<file path="src/hdl/assert_macros.svh">
// Assertion macros for the converter RTL.
`ifndef ASSERT_MACROS_SVH
`define ASSERT_MACROS_SVH

// Same-cycle implication.
`define RPC_ASSERT_IMP(label, clk, rst, ante, cons, msg) \
   label: assert property (@(posedge clk) disable iff (rst) (ante) |-> (cons)) \
      else $error(msg);

// Next-cycle implication.
`define RPC_ASSERT_NXT(label, clk, rst, ante, cons, msg) \
   label: assert property (@(posedge clk) disable iff (rst) (ante) |=> (cons)) \
      else $error(msg);

`endif

</file>
<file path="src/hdl/rpc_pkg.sv">
// Shared constants, control struct and arctangent table for the converter.
package rpc_pkg;

   localparam int ZW          = 32;   // angle accumulator, 2^32 per turn
   localparam int GUARD       = 16;   // fraction bits of the datapath
   localparam int ROUND_SHIFT = GUARD + 5;

   localparam logic [29:0]   GAIN_Q30  = 30'd652032874;
   localparam logic [ZW-1:0] HALF_TURN = 32'h8000_0000;

   localparam logic [1:0] FUNC_RECT  = 2'd0;
   localparam logic [1:0] FUNC_POLAR = 2'd1;

   typedef struct packed {
      logic rot;   // rotation (polar to rect)
      logic err;   // invalid mode
      logic org;   // vectoring input at the origin
   } rpc_ctl_type;

   // round(atan(2^-i) * 2^32 / (2*pi))
   function automatic logic [ZW-1:0] atan_val(input int unsigned idx);
      logic [ZW-1:0] v;
      case (idx & 32'd31)
         0:  v = 32'd536870912;
         1:  v = 32'd316933406;
         2:  v = 32'd167458907;
         3:  v = 32'd85004756;
         4:  v = 32'd42667331;
         5:  v = 32'd21354465;
         6:  v = 32'd10679838;
         7:  v = 32'd5340245;
         8:  v = 32'd2670163;
         9:  v = 32'd1335087;
         10: v = 32'd667544;
         11: v = 32'd333772;
         12: v = 32'd166886;
         13: v = 32'd83443;
         14: v = 32'd41722;
         15: v = 32'd20861;
         16: v = 32'd10430;
         17: v = 32'd5215;
         18: v = 32'd2608;
         19: v = 32'd1304;
         20: v = 32'd652;
         21: v = 32'd326;
         22: v = 32'd163;
         23: v = 32'd81;
         24: v = 32'd41;
         25: v = 32'd20;
         26: v = 32'd10;
         27: v = 32'd5;
         28: v = 32'd3;
         29: v = 32'd1;
         30: v = 32'd1;
         default: v = '0;
      endcase
      return v;
   endfunction

endpackage

</file>
<file path="src/hdl/rpc_pre.sv">
// Input stage: mode decode, half-plane and quadrant pre-rotation.
module rpc_pre #(
   parameter int DATA_WIDTH = 16,
   parameter int XW         = 35
) (
   input  logic                         clock,
   input  logic                         reset,
   input  logic                         in_valid,
   output logic                         in_ready,
   input  logic [1:0]                   in_func,
   input  logic signed [DATA_WIDTH-1:0] in_first,
   input  logic signed [DATA_WIDTH-1:0] in_second,
   output logic                         out_valid,
   input  logic                         out_ready,
   output logic signed [XW-1:0]         out_x,
   output logic signed [XW-1:0]         out_y,
   output logic [rpc_pkg::ZW-1:0]       out_z,
   output rpc_pkg::rpc_ctl_type         out_ctl
);
   import rpc_pkg::*;

   logic                 vld_ff;
   logic signed [XW-1:0] x_ff, x_in;
   logic signed [XW-1:0] y_ff, y_in;
   logic [ZW-1:0]        z_ff, z_in;
   rpc_ctl_type          ctl_ff, ctl_in;

   logic signed [XW-1:0] fx, sy;
   logic [ZW-1:0]        sec_u, ang_z;

   always_comb begin
      fx     = XW'(in_first) <<< GUARD;
      sy     = XW'(in_second) <<< GUARD;
      sec_u  = ZW'(unsigned'(in_second));
      ang_z  = {sec_u[15:0], 16'h0000};
      x_in   = fx;
      y_in   = sy;
      z_in   = '0;
      ctl_in = '0;
      case (in_func)
         FUNC_RECT: begin
            ctl_in.org = (in_first == '0) && (in_second == '0);
            if (in_first < 0) begin
               x_in = -fx;
               y_in = -sy;
               z_in = HALF_TURN;
            end
         end
         FUNC_POLAR: begin
            ctl_in.rot = 1'b1;
            y_in       = '0;
            // second or third quarter: flip the vector, move by half a turn
            if (ang_z[ZW-1] ^ ang_z[ZW-2]) begin
               x_in = -fx;
               z_in = ang_z ^ HALF_TURN;
            end else begin
               z_in = ang_z;
            end
         end
         default: begin
            ctl_in.err = 1'b1;
         end
      endcase
   end

   assign in_ready = !vld_ff || out_ready;

   always_ff @(posedge clock) begin
      if (reset) begin
         vld_ff <= 1'b0;
      end else if (in_ready) begin
         vld_ff <= in_valid;
      end
   end

   always_ff @(posedge clock) begin
      if (in_ready) begin
         x_ff   <= x_in;
         y_ff   <= y_in;
         z_ff   <= z_in;
         ctl_ff <= ctl_in;
      end
   end

   assign out_valid = vld_ff;
   assign out_x     = x_ff;
   assign out_y     = y_ff;
   assign out_z     = z_ff;
   assign out_ctl   = ctl_ff;

endmodule

</file>
<file path="config.mk">
export PLATFORM = sky130hd
export DESIGN_NAME = rpc_pre
export DESIGN_NICKNAME = d
export VERILOG_FILES = /design/src/hdl/assert_macros.svh /design/src/hdl/rpc_pkg.sv /design/src/hdl/rpc_pre.sv
export SDC_FILE = /design/constraint.sdc
export NUM_CORES = 1
export LEC_CHECK = 0
export BUFFER_PORTS_ARGS = -buffer_cell sky130_fd_sc_hd__buf_4
export CAP_MARGIN = 40
export CORE_MARGIN = 2
export CORE_UTILIZATION = 43
export DETAILED_ROUTE_END_ITERATION = 7
export GPL_ROUTABILITY_DRIVEN = 0
export HOLD_SLACK_MARGIN = 0.06
export PLACE_DENSITY = 0.77
export SYNTH_ARGS = -nofsm -noshare
export SYNTH_HDL_FRONTEND = slang
export SYNTH_SLANG_ARGS = --single-unit
</file>
<file path="constraint.sdc">
create_clock -name clock -period 2 [get_ports clock]
set_input_delay 0.1 -clock clock [delete_from_list [all_inputs] [get_ports clock]]
set_output_delay 0.1 -clock clock [all_outputs]
set_load 0.1 [all_outputs]
</file>
==> out/qor.csv <==
metric;value;unit
Crit Path Class;input port to flop;
crit end category;flop;
Clock Latency Late Sink;0.34;ns
post-synthesis average cell area;10.8;um2
port bufs;96;
most frequent cells in the layout;buf_4, edfxtp_1, conb_1;
Post-Syn Area;3300;um2
diode count;0;
library cells used by synthesis;43;
I/O pins;145;
drt wl/cell;13.9;um
Cell Rows;31;
status;completed;
Tcrit/Tclk final;96.9;%
Sink Count;58;
Power Dens Cells;1050;nW/um2
largest net degree at the start of global routing;34;
Max clock buf depth;2;
Yosys reg bits;58;
Worst EP required;2.20;ns
Worst Skew;0.00885;ns
post-route ant nets;0;
htree depth;3;
first-pass GRT wire length;11.1;mm
number of DRC markers in iteration 0;115;
Die ar.;8390;um2
ratio of cells with drive above 1 in the final layout;31.6;%
Tot Pwr;4.46;mW
Total Routing Usage GR;17.0;%
DRT Wirelength;7.14;mm
area share of the leading cell type in the synthesized netlist;51.9;%
Final min period;1.94;ns
peak supply drop;0.338;mV
Syn Inst Count;304;
setup violators final;0;
biggest area consumer among synthesized cells;edfxtp_1;
initial antenna violation count;0;
area delta synth->final;29.0;%
Worst Tran Pin Value;0.591;ns
most common flop cell mapped by yosys;edfxtp_1;
Nets;455;
Remaining DRCs;0;
Synth area leaders;edfxtp_1, buf_4, nor2_1, xnor2_1, ha_1;
grt ovf;0;
Reg clk slew, reported paths;0.07;ns
Via density;4.84;
chip height;91.6;um
max-slew violations;0;
Internal;2.47;mW
sw frac;44.7;%
sequential area share after synthesis;52.5;%
combinational fraction of design power;40.4;%
Yosys warnings;0;
die width;91.6;um
CTS tree;yes;
starting density of the core;45.0;%
FFs w/ async S/R, synth;0;%
Slew headroom;60.3;%
Detail Placement HPWL;5.08;mm
detailed-route via count;2489;
Post-synth EDFFs;57;
P_leak;1.92;nW
most common cell after layout, fill and taps aside;buf_4;
clock power share;25.8;%
vias in the first global route;2351;
Crit Path Max Fanout;4;
unrepaired setup endpoints after global routing;no;
CP Data Arrival Time;2.14;ns
FMAX;516;MHz
CP startpoint kind;input port;
CTS buffer count;9;
max-cap violations;0;
clk root buf;clkbuf_8;
net load switching power;1.99;mW
Reg power frac;33.9;%
final hold violation count;0;
1st-pass router iterations;4;
Worst Hold Class;input port to flop;
core area;7330;um2
Final TNS setup;0;ns
[power groups by stage]
stage	sequential [mW]	combinational (mW)	clock (mW)
after detailed placement	1.54	1.79	0
after global routing	1.52	1.85	1.21
final	1.51	1.80	1.15
after CTS	1.51	1.80	1.16
after floorplan	2.42	0.661	0
after global placement	1.53	1.78	0
[per-stage QoR]
| step | cells | worst slack, ns | hold slack (ns) | cell area (um2) | utilization (%) |
|---|---|---|---|---|---|
| after global placement | 491 | 0.168 | 0.247 | 3980 | 54.2 |
| after floorplan | 351 | 0.131 | 0.162 | 3480 | - |
| final | 514 | 0.0629 | 0.0676 | 4250 | 58.0 |
| after detailed placement | 491 | 0.0694 | 0.249 | 3980 | 54.2 |
| after CTS | 512 | 0.144 | 0.0635 | 4230 | 57.8 |
| after global routing | 514 | 0.00866 | 0.0675 | 4250 | 58.0 |
[cell type report]
| cell class | count | area (um2) |
|---|---|---|
| flip-flops and latches | 58 | 1730 |
| well taps | 99 | 124 |
| inverters | 12 | 45.0 |
| clock buffers | 10 | 128 |
| fillers | 590 | 3080 |
| clock inverters | 6 | 81.3 |
| multi-input cells | 220 | 1300 |
| repair buffers | 109 | 843 |
[state kept, by name, summed over array words and instances (netlist names)]
name       count
out_ctl        3
out_valid      1
out_x         19
out_y         19
out_z         16
[final timing paths]
check / cells after the start / from / slack (ns) / endpoint
setup / recovery: 8 / in_first[10] / 0.06 / out_x[32]$_DFFE_PP_
hold / removal: 2 / in_second[5] / 0.07 / out_z[21]$_SDFFCE_PP0P_
setup reg to reg: 3 / out_valid$_SDFFE_PP0P_ / 0.54 / out_valid$_SDFFE_PP0P_
hold reg to reg: 1 / out_valid$_SDFFE_PP0P_ / 0.81 / out_z[20]$_SDFFCE_PP0P_
[layer usage]
layer	vias to the layer above	wire, um	global-route usage, %
li1	1180	-	-
met1	1165	2860	19.8
met2	128	3490	28.1
met3	16	611	4.90
met4	0	184	9.09
met5	-	0	0
[cell families (layout without fill, tap and decap cells)]
group,Yosys count,in the layout,share of synthesized area (%)
and+or+nand+nor,98,98,16.0
buffers and inverters,73,137,13.8
DFF,58,58,52.5
AOI/OAI and AO/OA,43,43,8.50
xor gates and xnor gates,24,24,6.37
adders and majority gates,7,7,2.66
other,1,48,0.114
[cells in the mapped netlist (6+ instances only)]
cell and count:
a31oi_1 9, clkbuf_1 10, nor2_1 39, ha_1 7, buf_4 48, edfxtp_1 57, nand2_1 13, a21oi_1 13
inv_1 12, and2_1 11, xnor2_1 15, nor3_1 10, o31ai_1 6, xor2_1 9
[critical path, stage by stage]
cell	delay, ns
dlygate4sd3_1	0.55
buf_4	0.15
or3_1	0.48
nor3_1	0.26
ha_1	0.28
a31oi_1	0.16
nor2_1	0.05
nor2_1	0.09
[timing repair]
| action | CTS | global route |
|---|---|---|
| buffers inserted | 0 | 2 |
| resized for setup | 0 | 1 |
| setup endpoints to repair | 0 | 1 |
| hold endpoints to repair | 4 | 0 |
| hold buffers | 5 | 0 |
Note: power is estimated with default switching activity, not from simulation.
