**src/hdl/assert_macros.svh**
```systemverilog
// Assertion macros for the converter RTL.
`ifndef ASSERT_MACROS_SVH
`define ASSERT_MACROS_SVH

// Same-cycle implication.
`define RPC_ASSERT_IMP(label, clk, rst, ante, cons, msg) \
   label: assert property (@(posedge clk) disable iff (rst) (ante) |-> (cons)) \
      else $error(msg);

// Next-cycle implication.
`define RPC_ASSERT_NXT(label, clk, rst, ante, cons, msg) \
   label: assert property (@(posedge clk) disable iff (rst) (ante) |=> (cons)) \
      else $error(msg);

`endif

```
**src/hdl/rpc_pkg.sv**
```systemverilog
// Shared constants, control struct and arctangent table for the converter.
package rpc_pkg;

   localparam int ZW          = 32;   // angle accumulator, 2^32 per turn
   localparam int GUARD       = 16;   // fraction bits of the datapath
   localparam int ROUND_SHIFT = GUARD + 5;

   localparam logic [29:0]   GAIN_Q30  = 30'd652032874;
   localparam logic [ZW-1:0] HALF_TURN = 32'h8000_0000;

   localparam logic [1:0] FUNC_RECT  = 2'd0;
   localparam logic [1:0] FUNC_POLAR = 2'd1;

   typedef struct packed {
      logic rot;   // rotation (polar to rect)
      logic err;   // invalid mode
      logic org;   // vectoring input at the origin
   } rpc_ctl_type;

   // round(atan(2^-i) * 2^32 / (2*pi))
   function automatic logic [ZW-1:0] atan_val(input int unsigned idx);
      logic [ZW-1:0] v;
      case (idx & 32'd31)
         0:  v = 32'd536870912;
         1:  v = 32'd316933406;
         2:  v = 32'd167458907;
         3:  v = 32'd85004756;
         4:  v = 32'd42667331;
         5:  v = 32'd21354465;
         6:  v = 32'd10679838;
         7:  v = 32'd5340245;
         8:  v = 32'd2670163;
         9:  v = 32'd1335087;
         10: v = 32'd667544;
         11: v = 32'd333772;
         12: v = 32'd166886;
         13: v = 32'd83443;
         14: v = 32'd41722;
         15: v = 32'd20861;
         16: v = 32'd10430;
         17: v = 32'd5215;
         18: v = 32'd2608;
         19: v = 32'd1304;
         20: v = 32'd652;
         21: v = 32'd326;
         22: v = 32'd163;
         23: v = 32'd81;
         24: v = 32'd41;
         25: v = 32'd20;
         26: v = 32'd10;
         27: v = 32'd5;
         28: v = 32'd3;
         29: v = 32'd1;
         30: v = 32'd1;
         default: v = '0;
      endcase
      return v;
   endfunction

endpackage

```
**src/hdl/rpc_gain.sv**
```systemverilog
// Gain compensation, rounding, saturation and result select (four stages).
module rpc_gain #(
   parameter int DATA_WIDTH = 16,
   parameter int XW         = 35
) (
   input  logic                         clock,
   input  logic                         reset,
   input  logic                         in_valid,
   output logic                         in_ready,
   input  logic signed [XW-1:0]         in_x,
   input  logic signed [XW-1:0]         in_y,
   input  logic [rpc_pkg::ZW-1:0]       in_z,
   input  rpc_pkg::rpc_ctl_type         in_ctl,
   output logic                         out_valid,
   input  logic                         out_ready,
   output logic signed [DATA_WIDTH:0]   out_first,
   output logic signed [DATA_WIDTH-1:0] out_second,
   output logic                         out_error
);
   import rpc_pkg::*;

   localparam int DW = DATA_WIDTH;
   localparam int PW = XW + 5;      // high partial product
   localparam int LW = 55;          // 25 x 30 low partial product
   localparam int TW = XW + 6;      // sum
   localparam int RW = DW + 5;      // signed rounded value
   localparam logic [TW-1:0] RND = TW'(1) << (ROUND_SHIFT - 1);

   localparam logic signed [RW-1:0] X_HI = {{5{1'b0}}, {DW{1'b1}}};
   localparam logic signed [RW-1:0] X_LO = {{5{1'b1}}, {DW{1'b0}}};
   localparam logic signed [RW-1:0] Y_HI = {{6{1'b0}}, {(DW-1){1'b1}}};
   localparam logic signed [RW-1:0] Y_LO = {{6{1'b1}}, {(DW-1){1'b0}}};

   logic v1_ff, v2_ff, v3_ff, v4_ff;
   logic rdy1, rdy2, rdy3, rdy4;

   // s1: magnitudes, output angle
   logic [XW-1:0] ax1_ff, ay1_ff, ax1_in, ay1_in;
   logic          nx1_ff, ny1_ff;
   logic [15:0]   ang1_ff;
   logic [ZW-1:0] zr;
   rpc_ctl_type   ctl1_ff;

   // s2: partial products
   logic [PW-1:0] phx2_ff, phy2_ff;
   logic [LW-1:0] plx2_ff, ply2_ff;
   logic          nx2_ff, ny2_ff;
   logic [15:0]   ang2_ff;
   rpc_ctl_type   ctl2_ff;

   // s3: rounded magnitudes
   logic [TW-1:0] tx, ty, rtx, rty;
   logic [DW+3:0] rx3_ff, ry3_ff;
   logic          nx3_ff, ny3_ff;
   logic [15:0]   ang3_ff;
   rpc_ctl_type   ctl3_ff;

   // s4: output register
   logic signed [RW-1:0] sx, sy;
   logic signed [RW-1:0] cx, cy;
   logic [ZW-1:0]        ang_ext;
   logic signed [DW:0]   rf_ff, rf_in;
   logic signed [DW-1:0] rs_ff, rs_in;
   logic                 err_ff;

   assign rdy4     = !v4_ff || out_ready;
   assign rdy3     = !v3_ff || rdy4;
   assign rdy2     = !v2_ff || rdy3;
   assign rdy1     = !v1_ff || rdy2;
   assign in_ready = rdy1;

   always_ff @(posedge clock) begin
      if (reset) begin
         v1_ff <= 1'b0;
         v2_ff <= 1'b0;
         v3_ff <= 1'b0;
         v4_ff <= 1'b0;
      end else begin
         if (rdy1) begin
            v1_ff <= in_valid;
         end
         if (rdy2) begin
            v2_ff <= v1_ff;
         end
         if (rdy3) begin
            v3_ff <= v2_ff;
         end
         if (rdy4) begin
            v4_ff <= v3_ff;
         end
      end
   end

   always_comb begin
      ax1_in = in_x[XW-1] ? unsigned'(-in_x) : unsigned'(in_x);
      ay1_in = in_y[XW-1] ? unsigned'(-in_y) : unsigned'(in_y);
      zr     = in_z + ZW'(32'h8000);
   end

   always_ff @(posedge clock) begin
      if (rdy1) begin
         ax1_ff  <= ax1_in;
         ay1_ff  <= ay1_in;
         nx1_ff  <= in_x[XW-1];
         ny1_ff  <= in_y[XW-1];
         ang1_ff <= zr[ZW-1:ZW-16];
         ctl1_ff <= in_ctl;
      end
   end

   // |v| * K split at bit 25 so each product stays within one multiplier
   always_ff @(posedge clock) begin
      if (rdy2) begin
         phx2_ff <= PW'(ax1_ff[XW-1:25]) * PW'(GAIN_Q30);
         phy2_ff <= PW'(ay1_ff[XW-1:25]) * PW'(GAIN_Q30);
         plx2_ff <= LW'(ax1_ff[24:0]) * LW'(GAIN_Q30);
         ply2_ff <= LW'(ay1_ff[24:0]) * LW'(GAIN_Q30);
         nx2_ff  <= nx1_ff;
         ny2_ff  <= ny1_ff;
         ang2_ff <= ang1_ff;
         ctl2_ff <= ctl1_ff;
      end
   end

   always_comb begin
      tx  = TW'(phx2_ff) + TW'(plx2_ff[LW-1:25]);
      ty  = TW'(phy2_ff) + TW'(ply2_ff[LW-1:25]);
      rtx = tx + RND;
      rty = ty + RND;
   end

   always_ff @(posedge clock) begin
      if (rdy3) begin
         rx3_ff  <= rtx[TW-1:ROUND_SHIFT];
         ry3_ff  <= rty[TW-1:ROUND_SHIFT];
         nx3_ff  <= nx2_ff;
         ny3_ff  <= ny2_ff;
         ang3_ff <= ang2_ff;
         ctl3_ff <= ctl2_ff;
      end
   end

   always_comb begin
      sx      = nx3_ff ? -signed'({1'b0, rx3_ff}) : signed'({1'b0, rx3_ff});
      sy      = ny3_ff ? -signed'({1'b0, ry3_ff}) : signed'({1'b0, ry3_ff});
      cx      = (sx > X_HI) ? X_HI : ((sx < X_LO) ? X_LO : sx);
      cy      = (sy > Y_HI) ? Y_HI : ((sy < Y_LO) ? Y_LO : sy);
      ang_ext = {{16{ang3_ff[15]}}, ang3_ff};
      rf_in   = cx[DW:0];
      if (ctl3_ff.err) begin
         rf_in = '0;
         rs_in = '0;
      end else if (ctl3_ff.rot) begin
         rs_in = cy[DW-1:0];
      end else if (ctl3_ff.org) begin
         rs_in = '0;
      end else begin
         rs_in = signed'(ang_ext[DW-1:0]);
      end
   end

   always_ff @(posedge clock) begin
      if (rdy4) begin
         rf_ff  <= rf_in;
         rs_ff  <= rs_in;
         err_ff <= ctl3_ff.err;
      end
   end

   assign out_valid  = v4_ff;
   assign out_first  = rf_ff;
   assign out_second = rs_ff;
   assign out_error  = err_ff;

endmodule

```
**config.mk**
```make
export PLATFORM = sky130hd
export DESIGN_NAME = rpc_gain
export DESIGN_NICKNAME = d
export VERILOG_FILES = /design/src/hdl/assert_macros.svh /design/src/hdl/rpc_pkg.sv /design/src/hdl/rpc_gain.sv
export SDC_FILE = /design/constraint.sdc
export NUM_CORES = 2
export LEC_CHECK = 0
export BUFFER_PORTS_ARGS = -buffer_cell sky130_fd_sc_hd__buf_2
export CORE_ASPECT_RATIO = 1.4
export CORE_MARGIN = 1
export CORE_UTILIZATION = 25
export CTS_CLUSTER_DIAMETER = 200
export CTS_CLUSTER_SIZE = 8
export DETAILED_ROUTE_END_ITERATION = 8
export SLEW_MARGIN = 40
export SYNTH_ARGS = -nofsm -noshare
export SYNTH_HDL_FRONTEND = slang
export SYNTH_SLANG_ARGS = --single-unit
```
**constraint.sdc**
```tcl
create_clock -name clock -period 11.26 [get_ports clock]
set_input_delay 0.563 -clock clock [delete_from_list [all_inputs] [get_ports clock]]
set_output_delay 0.563 -clock clock [all_outputs]
set_load 0.02 [all_outputs]
```
==> metrics.txt <==
status finished clean; Avg Vias per Cell around 4.3; CP Cell Sequence ha_1, inv_1, fa_1, inv_1, fa_1, inv_1, fa_1, inv_1, fa_1, fa_1, inv_1, fa_1, inv_1, ha_1, a211oi_1, o21ai_0, a221o_1, a311oi_1, a21oi_1, a21o_1, a21oi_1, o21ai_0, a2111o_1, o311ai_0; clock tree from TritonCTS done; CP required between 10 and 15 ns; Cells after Synth around 4600; largest cells by area after synthesis fa_1 (32%), edfxtp_1 (21%), ha_1 (20%); Tmin final around 8.5 ns; routed len/inst around 17 um; Mapped Nets 6319; largest net degree at the start of global routing 62; slowest stage delay, CP approximately 0.7 ns; max-cap violations 0; number of synthesized flops with an enable pin roughly 340; Initial Util 25.18%; Sink Count 347; post_cts resized 0; Yosys warning count 0; std cell rows roughly 190; Final setup viols 0; Crit. path cell count 24; GRT overflow 0; register area share after synthesis 20.66%; die area about 200000 um2; Hold Buf Count CTS 0; DRT Pass-1 Iters 5; Routed Antenna Nets 0; post-DP HPWL 108.7 mm; Max Fanout on Critical Path 6; final wirelength 123.9 mm; Hold EP out_valid; synth unique cells between 70 and 80; fillers approximately 21000; CTS H-tree depth 2; Final Cycle Share between 70 and 80%; first-pass GRT wire length between 150 and 200 mm; syn avg cell area roughly 11 um2; Setup Buffers After CTS 0; final core utilization between 20% and 30%; 1st-iter DRT viols 1158; Root Driver clkbuf_16; Max Clk Rate ~120 MHz; skew final about 0.046 ns; asr flop ratio synth 0%; GPL Wtd Cong around 0.95; CP top delay family adder cells; Worst Setup Start Kind flop; number of buffers created by CTS 49; CP bufs+invs 6; core area 199500 um2; slew margin rel. 44.36%; worst reg2reg path startpoint ax1_ff[13]; Hold Path Depth 2; Final Max Slew Viols 0; #FFs+latches synth about 350; Die Ht roughly 530 um; Setup CP Type flop to flop; worst reg2reg path endpoint plx2_ff[45]; RSZ-0062 raised after global routing no; final hold violation count 0; R2R depth 24; total global-route track usage around an eighth; Synth Flop Type edfxtp_1; Slowest cell on crit path a311oi_1; hold path start reset; number of port buffers ~130; clock-pin slew on the worst setup and hold paths roughly 0.060 ns; HP Class input pin to flop; latest clock arrival within the worst-skew pair between 0.6 and 0.7 ns; vias in the first global route about 35000; setup TNS 0 ns; slew of the pin with the lowest slew margin around 0.83 ns; # IOs about 150; Synth area leader fa_1; initial antenna violation count 4; nets 6485; CP endpoint kind flop; Area Overhead vs Synth 10.63%; die width 380.9 um; flop-to-flop setup slack approximately 2.8 ns; Yosys top cell area share about a third; CTS max path bufs 3; arrival time worst endpoint 8.91 ns; layout cells sized above 1 4.818%; Mapped Area 50240 um2; vias post-DR around 32000; DRC errors left 0
-- registers in the layout, indices dropped and copies added (netlist names), 3 cells and up --
register    flops
out_first      17
rx3_ff         20
ang1_ff        16
ctl3_ff         3
ry3_ff         20
ply2_ff        29
ang2_ff        16
out_second     16
phy2_ff        39
plx2_ff        29
ax1_ff         35
ctl1_ff         3
phx2_ff        39
ctl2_ff         3
ang3_ff        16
ay1_ff         35
-- logic make-up after synthesis --
| logic type | Yosys count | share of synthesized area (%) |
|---|---|---|
| adder cells (fa/ha/maj) | 1617 | 52.39 |
| buffers and inverters | 1288 | 9.638 |
| AO/OA/AOI/OAI | 591 | 7.708 |
| AND/OR/NAND/NOR | 476 | 4.822 |
| flip-flops | 347 | 20.66 |
| XOR/XNOR | 272 | 4.742 |
| multiplexers | 2 | 0.03985 |
-- cell usage after synthesis (all sizes together), types with 25 or more instances --
| cell | n |
|---|---|
| ha | 806 |
| nand3 | 45 |
| xor2 | 85 |
| a21oi | 155 |
| nor3 | 29 |
| o21ai | 122 |
| edfxtp | 343 |
| or3 | 28 |
| nand2b | 25 |
| nor2 | 98 |
| a211oi | 27 |
| o31ai | 36 |
| fa | 811 |
| o21a | 34 |
| a21o | 91 |
| inv | 1263 |
| and3 | 33 |
| nand2 | 122 |
| xnor2 | 187 |
-- layout make-up --
class | instances | area [um2] | share of cell area, %
multi-input cells | 2958 | 35070 | 63.10
diodes | 1 | 2.502 | 0.004502
inverters | 1263 | 4746 | 8.539
clock buffers | 61 | 1271 | 2.287
well taps | 2646 | 3311 | 5.957
clock inverters | 5 | 67.56 | 0.1216
flip-flops and latches | 347 | 10380 | 18.68
repair buffers | 140 | 732.0 | 1.317
-- metrics by stage --
stage                     setup WS, ns  cell area, um2  cells  hold slack (ns)
after global routing             2.478           55580   7421          0.09001
final                            2.777           55580   7421           0.1354
after global placement           2.858           54200   7354           0.4006
after CTS                        2.774           55560   7420          0.06239
after floorplan                  4.306           50240   4593           0.4003
after detailed placement         2.824           54220   7354           0.4045
-- cells in the final DEF (no fill, tap or decap), drive strengths merged, types with 15 or more instances in the layout --
cell type,count
a211oi,27
a21o,91
a21oi,155
and3,33
buf,140
clkbuf,61
edfxtp,343
fa,811
ha,806
inv,1265
nand2,122
nand2b,25
nand3,45
nand4,21
nor2,98
nor2b,16
nor3,29
o21a,34
o21ai,122
o21bai,21
o31ai,36
o41ai,16
or2,15
or3,28
or4,18
xnor2,187
xor2,85
-- metal layers --
layer,global-route usage (%),part of all wire [%],vias to the layer above
met1,14.87,42,15900
met3,1.230,2.9,214
li1,-,-,15120
met2,22.33,50,549
met4,5.337,4.5,0
met5,0,0,-
-- how the worst max path moves through the flow --
stage | startpoint | endpoint | slack [ns]
final | ax1_ff[13] | plx2_ff[45] | 2.78
after global placement | ax1_ff[13] | plx2_ff[45] | 2.86
after global routing | ay1_ff[3] | ply2_ff[46] | 2.48
after floorplan | ax1_ff[13] | plx2_ff[45] | 4.31
after detailed placement | ax1_ff[13] | plx2_ff[45] | 2.82
after CTS | ax1_ff[13] | plx2_ff[45] | 2.77
Power is not shown: default switching activity piles up to over one toggle a cycle in this logic, so the estimate is an artifact.
