==> src/hdl/assert_macros.svh <==
// Assertion macros for the converter RTL.
`ifndef ASSERT_MACROS_SVH
`define ASSERT_MACROS_SVH

// Same-cycle implication.
`define RPC_ASSERT_IMP(label, clk, rst, ante, cons, msg) \
   label: assert property (@(posedge clk) disable iff (rst) (ante) |-> (cons)) \
      else $error(msg);

// Next-cycle implication.
`define RPC_ASSERT_NXT(label, clk, rst, ante, cons, msg) \
   label: assert property (@(posedge clk) disable iff (rst) (ante) |=> (cons)) \
      else $error(msg);

`endif

==> src/hdl/rpc_pkg.sv <==
// Shared constants, control struct and arctangent table for the converter.
package rpc_pkg;

   localparam int ZW          = 32;   // angle accumulator, 2^32 per turn
   localparam int GUARD       = 16;   // fraction bits of the datapath
   localparam int ROUND_SHIFT = GUARD + 5;

   localparam logic [29:0]   GAIN_Q30  = 30'd652032874;
   localparam logic [ZW-1:0] HALF_TURN = 32'h8000_0000;

   localparam logic [1:0] FUNC_RECT  = 2'd0;
   localparam logic [1:0] FUNC_POLAR = 2'd1;

   typedef struct packed {
      logic rot;   // rotation (polar to rect)
      logic err;   // invalid mode
      logic org;   // vectoring input at the origin
   } rpc_ctl_type;

   // round(atan(2^-i) * 2^32 / (2*pi))
   function automatic logic [ZW-1:0] atan_val(input int unsigned idx);
      logic [ZW-1:0] v;
      case (idx & 32'd31)
         0:  v = 32'd536870912;
         1:  v = 32'd316933406;
         2:  v = 32'd167458907;
         3:  v = 32'd85004756;
         4:  v = 32'd42667331;
         5:  v = 32'd21354465;
         6:  v = 32'd10679838;
         7:  v = 32'd5340245;
         8:  v = 32'd2670163;
         9:  v = 32'd1335087;
         10: v = 32'd667544;
         11: v = 32'd333772;
         12: v = 32'd166886;
         13: v = 32'd83443;
         14: v = 32'd41722;
         15: v = 32'd20861;
         16: v = 32'd10430;
         17: v = 32'd5215;
         18: v = 32'd2608;
         19: v = 32'd1304;
         20: v = 32'd652;
         21: v = 32'd326;
         22: v = 32'd163;
         23: v = 32'd81;
         24: v = 32'd41;
         25: v = 32'd20;
         26: v = 32'd10;
         27: v = 32'd5;
         28: v = 32'd3;
         29: v = 32'd1;
         30: v = 32'd1;
         default: v = '0;
      endcase
      return v;
   endfunction

endpackage

==> src/hdl/rpc_stage.sv <==
// One registered CORDIC micro-rotation.
module rpc_stage #(
   parameter int XW    = 35,
   parameter int SHIFT = 0
) (
   input  logic                   clock,
   input  logic                   reset,
   input  logic                   in_valid,
   output logic                   in_ready,
   input  logic signed [XW-1:0]   in_x,
   input  logic signed [XW-1:0]   in_y,
   input  logic [rpc_pkg::ZW-1:0] in_z,
   input  rpc_pkg::rpc_ctl_type   in_ctl,
   output logic                   out_valid,
   input  logic                   out_ready,
   output logic signed [XW-1:0]   out_x,
   output logic signed [XW-1:0]   out_y,
   output logic [rpc_pkg::ZW-1:0] out_z,
   output rpc_pkg::rpc_ctl_type   out_ctl
);
   import rpc_pkg::*;

   localparam logic [ZW-1:0] ATAN = atan_val(SHIFT);

   logic                 vld_ff;
   logic signed [XW-1:0] x_ff, x_in;
   logic signed [XW-1:0] y_ff, y_in;
   logic [ZW-1:0]        z_ff, z_in;
   rpc_ctl_type          ctl_ff;

   logic signed [XW-1:0] xs, ys;
   logic                 dir;

   always_comb begin
      xs  = in_x >>> SHIFT;
      ys  = in_y >>> SHIFT;
      // rotation drives z to zero, vectoring drives y to zero
      dir = in_ctl.rot ? !in_z[ZW-1] : in_y[XW-1];
      if (dir) begin
         x_in = in_x - ys;
         y_in = in_y + xs;
         z_in = in_z - ATAN;
      end else begin
         x_in = in_x + ys;
         y_in = in_y - xs;
         z_in = in_z + ATAN;
      end
   end

   assign in_ready = !vld_ff || out_ready;

   always_ff @(posedge clock) begin
      if (reset) begin
         vld_ff <= 1'b0;
      end else if (in_ready) begin
         vld_ff <= in_valid;
      end
   end

   always_ff @(posedge clock) begin
      if (in_ready) begin
         x_ff   <= x_in;
         y_ff   <= y_in;
         z_ff   <= z_in;
         ctl_ff <= in_ctl;
      end
   end

   assign out_valid = vld_ff;
   assign out_x     = x_ff;
   assign out_y     = y_ff;
   assign out_z     = z_ff;
   assign out_ctl   = ctl_ff;

endmodule

==> config.mk <==
export PLATFORM = sky130hd
export DESIGN_NAME = rpc_stage
export DESIGN_NICKNAME = d
export VERILOG_FILES = /design/src/hdl/assert_macros.svh /design/src/hdl/rpc_pkg.sv /design/src/hdl/rpc_stage.sv
export SDC_FILE = /design/constraint.sdc
export NUM_CORES = 1
export LEC_CHECK = 0
export BUFFER_PORTS_ARGS = -buffer_cell sky130_fd_sc_hd__buf_2
export CAP_MARGIN = 5
export CORE_ASPECT_RATIO = 1.75
export CORE_MARGIN = 10
export CORE_UTILIZATION = 51
export DETAILED_ROUTE_END_ITERATION = 12
export PLACE_DENSITY_LB_ADDON = 0.1
export REMOVE_ABC_BUFFERS = 1
export SLEW_MARGIN = 20
export SYNTH_ARGS = -nofsm -noshare
export SYNTH_HDL_FRONTEND = slang
export SYNTH_SLANG_ARGS = --single-unit
==> constraint.sdc <==
create_clock -name clock -period 3.5 [get_ports clock]
set_clock_uncertainty 0.2 [all_clocks]
set_input_delay 0.525 -clock clock [delete_from_list [all_inputs] [get_ports clock]]
set_output_delay 0.525 -clock clock [all_outputs]
set_load 0.02 [all_outputs]
==> impl_metrics.env, run 1 <==
export IMPL_numCtsBuffers=9
export IMPL_routed_wirelength_um=36700
export IMPL_synth_cells=1107
export IMPL_clock_sinks=105
export IMPL_max_stage_delay_ps=450
export IMPL_drtPass1Iterations=7
export IMPL_synth_area_leaders="edfxtp_1, ha_1, a21oi_1"
export IMPL_grt_pass1_vias=10290
export IMPL_cpMaxStageDelayCell="nor4_1"
export IMPL_grt_overflow_total=0
export IMPL_insertion_delay_ps=360
export IMPL_arrival_ps=3240
export IMPL_synth_top_area_share=0.324
export IMPL_cts_tree="built"
export IMPL_grt_first_pass_wirelength_um=55400
export IMPL_reg2reg_to="out_y[1]"
export IMPL_synthFlopType="edfxtp_1"
export IMPL_wl_per_cell_um=21.6
export IMPL_rows=66
export IMPL_finalNetCount=1667
export IMPL_synth_seq_cells=105
export IMPL_cts_buffer_depth=2
export IMPL_synth_commonest_cells="a21oi_1, inv_1, edfxtp_1, ha_1, nor2_1"
export IMPL_period_share=0.952
export IMPL_fin_crit_ps=3330
export IMPL_leakagePower_nw=5.79
export IMPL_gp_congestion=0.997
export IMPL_synth_edf_count=104
export IMPL_yosys_warnings=0
export IMPL_fillers=1667
export IMPL_clk_pin_slew_ps=70
export IMPL_cts_root_buf="clkbuf_16"
export IMPL_synth_async_reset_ratio=0
export IMPL_worst_endpoint_required_ps=3410
export IMPL_setup_tns_ps=0
export IMPL_core_area_sq_mm=0.0186
export IMPL_drt_iter0_drc=692
export IMPL_slew_headroom=0.519
export IMPL_ys_seq_area_frac=0.326
export IMPL_antenna_cells=0
export IMPL_yosysMostFrequentCell="a21oi_1"
export IMPL_ios=216
export IMPL_via_per_inst=5.87
export IMPL_cap_violations=0
export IMPL_rsz0062_at_grt="false"
export IMPL_die_area_sq_mm=0.0250
export IMPL_finalPower_mw=5.04
export IMPL_whs_path_depth=2
export IMPL_hold_buffers=0
export IMPL_setup_ws_ps=170
export IMPL_path_class="in -> reg"
export IMPL_endpoint_kind="register"
export IMPL_dieWidth_um=124
export IMPL_cp_start_kind="input port"
export IMPL_critical_path_most_common_cell="a21o_1"
export IMPL_hold_path_startpoint="reset"
export IMPL_area_growth_pct=28.7
export IMPL_path_cells="buf_2 > inv_1 > ha_1 > buf_4 > a21o_1 > a21o_1 > a221oi_2 > o21ai_1 > a211oi_1 > o21ai_0 > nor2b_1 > nor4_1"
export IMPL_grtUsageTotal=0.288
export IMPL_ant_nets=0
export IMPL_place_area_sq_mm=0.0121
export IMPL_setup_viol=0
export IMPL_worstHoldPathType="in -> reg"
export IMPL_syn_area_sq_mm=0.00964
export IMPL_fmax_mhz=300
export IMPL_final_core_util=0.668
export IMPL_synth_distinct_cells=74
export IMPL_antenna_found_initial=0
export IMPL_worst_pin_slew_ps=713
export IMPL_start_util=0.519
export IMPL_outcome="finished, final reports clean"
export IMPL_p_per_area_mw_per_mm2=407
export IMPL_regToRegStartpoint="out_valid"
export IMPL_die_h_um=202
export IMPL_hold_end="out_valid"
export IMPL_finalMaxSlewViolations=0
export IMPL_io_buffers=215
export IMPL_dp_slack_ps=-200
export IMPL_final_area_sq_mm=0.0124
export IMPL_hold_viol_final=0
export IMPL_h_tree_depth=3
export IMPL_grt_max_degree=66
export IMPL_rrSetupSlack_ps=1850
export IMPL_place_hpwl_um=30400
export IMPL_yosysTopAreaCell="edfxtp_1"
export IMPL_postCtsSetupRepairBufs=0
export IMPL_drc=0
export IMPL_syn_mean_instance_area_sq_um=8.71
export IMPL_ff2ff_path_depth=2
export IMPL_crit_path_max_fanout=6
export IMPL_vdd_drop_max_mv=0.283
export IMPL_ctsResizeCount=0
export IMPL_drive_gt1_frac=0.298
export IMPL_vias=9949
sequential cells by signal, summed over array words and instances (netlist names):
name       flops
out_x         34
out_valid      1
out_ctl        3
out_y         35
out_z         32
cells in the final DEF, fill, tap and decap left out, types with 53 or more instances in the layout:
cell and n:
nand2_1 57, inv_1 110, buf_4 169, buf_2 215, o21ai_0 72, xnor2_1 53, ha_1 102, edfxtp_1 104
a21oi_1 123, nor2_1 98
layout make-up:
type / count / area, sq um / share of cell area
Inverter: 112 / 420 / 0.0339
Timing Repair Buffer: 385 / 2360 / 0.191
Sequential cell: 105 / 3140 / 0.253
Multi-Input combinational cell: 839 / 5870 / 0.473
Clock buffer: 9 / 225 / 0.0182
Clock inverter: 7 / 83.8 / 0.00676
Tap cell: 238 / 298 / 0.0240
kinds of logic after synthesis:
kind of cell,synth area share
AO/OA/AOI/OAI,0.262
AND/OR/NAND/NOR,0.141
buffers and inverters,0.0660
adder cells (fa/ha/maj),0.141
flip-flops,0.326
XOR/XNOR,0.0572
multiplexers,0.00727
layer usage:
metal  track usage  wire length (um)
met2         0.533             19600
met5             0                 0
met1         0.274             12000
met4         0.209              2820
met3        0.0399              2180
critical path: cells and delay by family:
family | cells | cell delay [ps]
buffers and inverters | 3 | 330
adder cells (fa/ha/maj) | 1 | 390
AND/OR/NAND/NOR | 2 | 630
AO/OA/AOI/OAI | 6 | 1370
per-stage QoR:
stage,hold WS (ps),instances
after floorplan,394,1056
after global placement,480,1679
after detailed placement,499,1679
after CTS,116,1695
after global routing,120,1695
final,119,1695
worst max path at each step:
stage | from | to | slack [ps] | depth (start not counted)
global placement | in_x[7] | out_y[29] | -190 | 12
finish | in_x[6] | out_y[29] | 170 | 12
detailed placement | in_x[7] | out_y[29] | -200 | 12
CTS | in_x[7] | out_y[29] | 160 | 12
floorplan | in_y[34] | out_y[34] | -840 | 9
global route | in_x[6] | out_y[29] | 20 | 12
power by group:
| part | total (mW) | switching [mW] | internal, mW |
|---|---|---|---|
| combinational | 2.23 | 1.37 | 0.857 |
| sequential | 1.73 | 0.0606 | 1.67 |
| clock | 1.09 | 0.519 | 0.570 |
| total | 5.04 | 1.95 | 3.10 |
Note: power is estimated with default switching activity, not from simulation.
==> run 2, diff against run 1 <==
- CORE_MARGIN: 10 -> 2
- CORE_UTILIZATION: 51 -> 52
- CTS_BUF_LIST: unset -> sky130_fd_sc_hd__clkbuf_8
==> run 2 against run 1 <==
Net effect: global-route usage up 6.6 points; utilization up 1.6 points; final cell count up 0.29%; sequential power about the same; critical path depth up 2; critical endpoint is now out_y[33]; largest power group unchanged.
==> impl_metrics.env, run 2 (synthesis results as in run 1) <==
export IMPL_outcome="finished, final reports clean"
export IMPL_dieWidth_um=107
export IMPL_p_clk_frac=0.178
export IMPL_clock_sinks=105
export IMPL_setup_ws_ps=226
export IMPL_grtUsageTotal=0.354
export IMPL_grt_max_degree=48
export IMPL_ios=216
export IMPL_fmax_mhz=305
export IMPL_wl_per_cell_um=20.4
export IMPL_leakagePower_nw=5.79
export IMPL_ctsResizeCount=0
export IMPL_cts_tree="built"
export IMPL_antenna_found_initial=2
export IMPL_routed_wirelength_um=34700
export IMPL_insertion_delay_ps=400
export IMPL_power_switching_mw=1.92
export IMPL_place_hpwl_um=28800
export IMPL_placedCellCount=1683
export IMPL_cp_start_kind="input port"
export IMPL_finalNetCount=1675
export IMPL_hold_buffers=0
export IMPL_worstHoldPathType="in -> reg"
export IMPL_rows=65
export IMPL_vias=9964
export IMPL_layout_commonest_cell="buf_2"
export IMPL_clk_pin_slew_ps=110
export IMPL_h_tree_depth=3
export IMPL_cts_root_buf="clkbuf_8"
export IMPL_drtPass1Iterations=6
export IMPL_period_share=0.935
export IMPL_power_internal_mw=2.88
export IMPL_grt_pass1_vias=10016
export IMPL_dp_slack_ps=-272
export IMPL_grt_first_pass_wirelength_um=52700
export IMPL_start_util=0.532
export IMPL_gp_congestion=1.05
export IMPL_ant_nets=0
export IMPL_final_area_sq_mm=0.0124
export IMPL_die_area_sq_mm=0.0197
export IMPL_hold_slack_ps=63.2
export IMPL_drc=0
export IMPL_die_h_um=184
export IMPL_finalPower_mw=4.81
export IMPL_largest_reg_flops=35
export IMPL_place_area_sq_mm=0.0122
export IMPL_drive_gt1_frac=0.303
export IMPL_final_cell_mix="buf_2, buf_4, a21oi_1"
export IMPL_instances_no_fill=1700
export IMPL_swShare=0.400
export IMPL_hold_viol_final=0
export IMPL_cts_buffer_depth=2
export IMPL_rsz0062_at_grt="false"
export IMPL_via_per_inst=5.86
export IMPL_core_area_sq_mm=0.0181
export IMPL_fin_crit_ps=3270
export IMPL_path_class="in -> reg"
export IMPL_comb_power_share=0.462
export IMPL_worst_pin_slew_ps=595
export IMPL_arrival_ps=3270
export IMPL_setup_tns_ps=0
export IMPL_slew_headroom=0.600
export IMPL_io_buffers=215
export IMPL_crit_path_max_fanout=7
export IMPL_p_per_area_mw_per_mm2=388
export IMPL_endpoint_kind="register"
export IMPL_setup_viol=0
export IMPL_postCtsSetupRepairBufs=0
export IMPL_vdd_drop_max_mv=0.331
export IMPL_finalMaxSlewViolations=0
export IMPL_seq_power_share=0.361
export IMPL_final_core_util=0.683
export IMPL_drt_iter0_drc=569
export IMPL_area_growth_pct=28.5
export IMPL_grt_overflow_total=0
export IMPL_worst_endpoint_required_ps=3490
export IMPL_numCtsBuffers=9
export IMPL_fillers=1605
export IMPL_cap_violations=0
## run 2: cell count changes in the layout (fill, tap and decap cells not counted), sizes merged
cell and delta:
diode +1, buf +8, inv -1, clkinvlp +1
## run 2: power groups by stage
stage          clock [mW]  sequential, mW  combinational (mW)
3_5_place_dp            0            1.76                2.18
3_3_place_gp            0            1.76                2.17
2_1_floorplan           0            2.07               0.947
4_1_cts             0.870            1.74                2.19
6_report            0.855            1.73                2.22
5_1_grt             0.900            1.76                2.37
## run 2: area by class of cell
type | instances | area, sq um | area share
multi-input cells | 839 | 5880 | 0.475
flip-flops and latches | 105 | 3140 | 0.254
repair buffers | 393 | 2440 | 0.197
inverters | 112 | 420 | 0.0339
well taps | 234 | 293 | 0.0236
clock buffers | 9 | 124 | 0.0100
clock inverters | 7 | 87.6 | 0.00707
diodes | 1 | 2.50 | 0.000202
## run 2: final timing paths
kind | start | to | slack, ps | depth (start not counted)
max reg2reg | out_valid | out_y[4] | 1710 | 2
min | reset | out_valid | 60 | 2
max | in_x[8] | out_y[33] | 230 | 14
min reg2reg | out_valid | out_z[28] | 600 | 1
## run 2: worst max-delay path, cell delays in order
cell and delay, ps:
buf_2 110, inv_1 40, ha_1 400, buf_4 170, nor4_4 40, buf_4 140
a221oi_1 290, o31ai_2 180, nor4_2 270, o31ai_2 160, a221oi_4 340, buf_4 190
nor3_1 60, nor4_2 340
## run 2: routing by layer
metal	vias to the layer above	routed length, um	track usage
met4	0	2970	0.273
li1	4726	-	-
met5	-	0	0
met2	456	18300	0.657
met3	150	1970	0.0502
met1	4632	11400	0.345
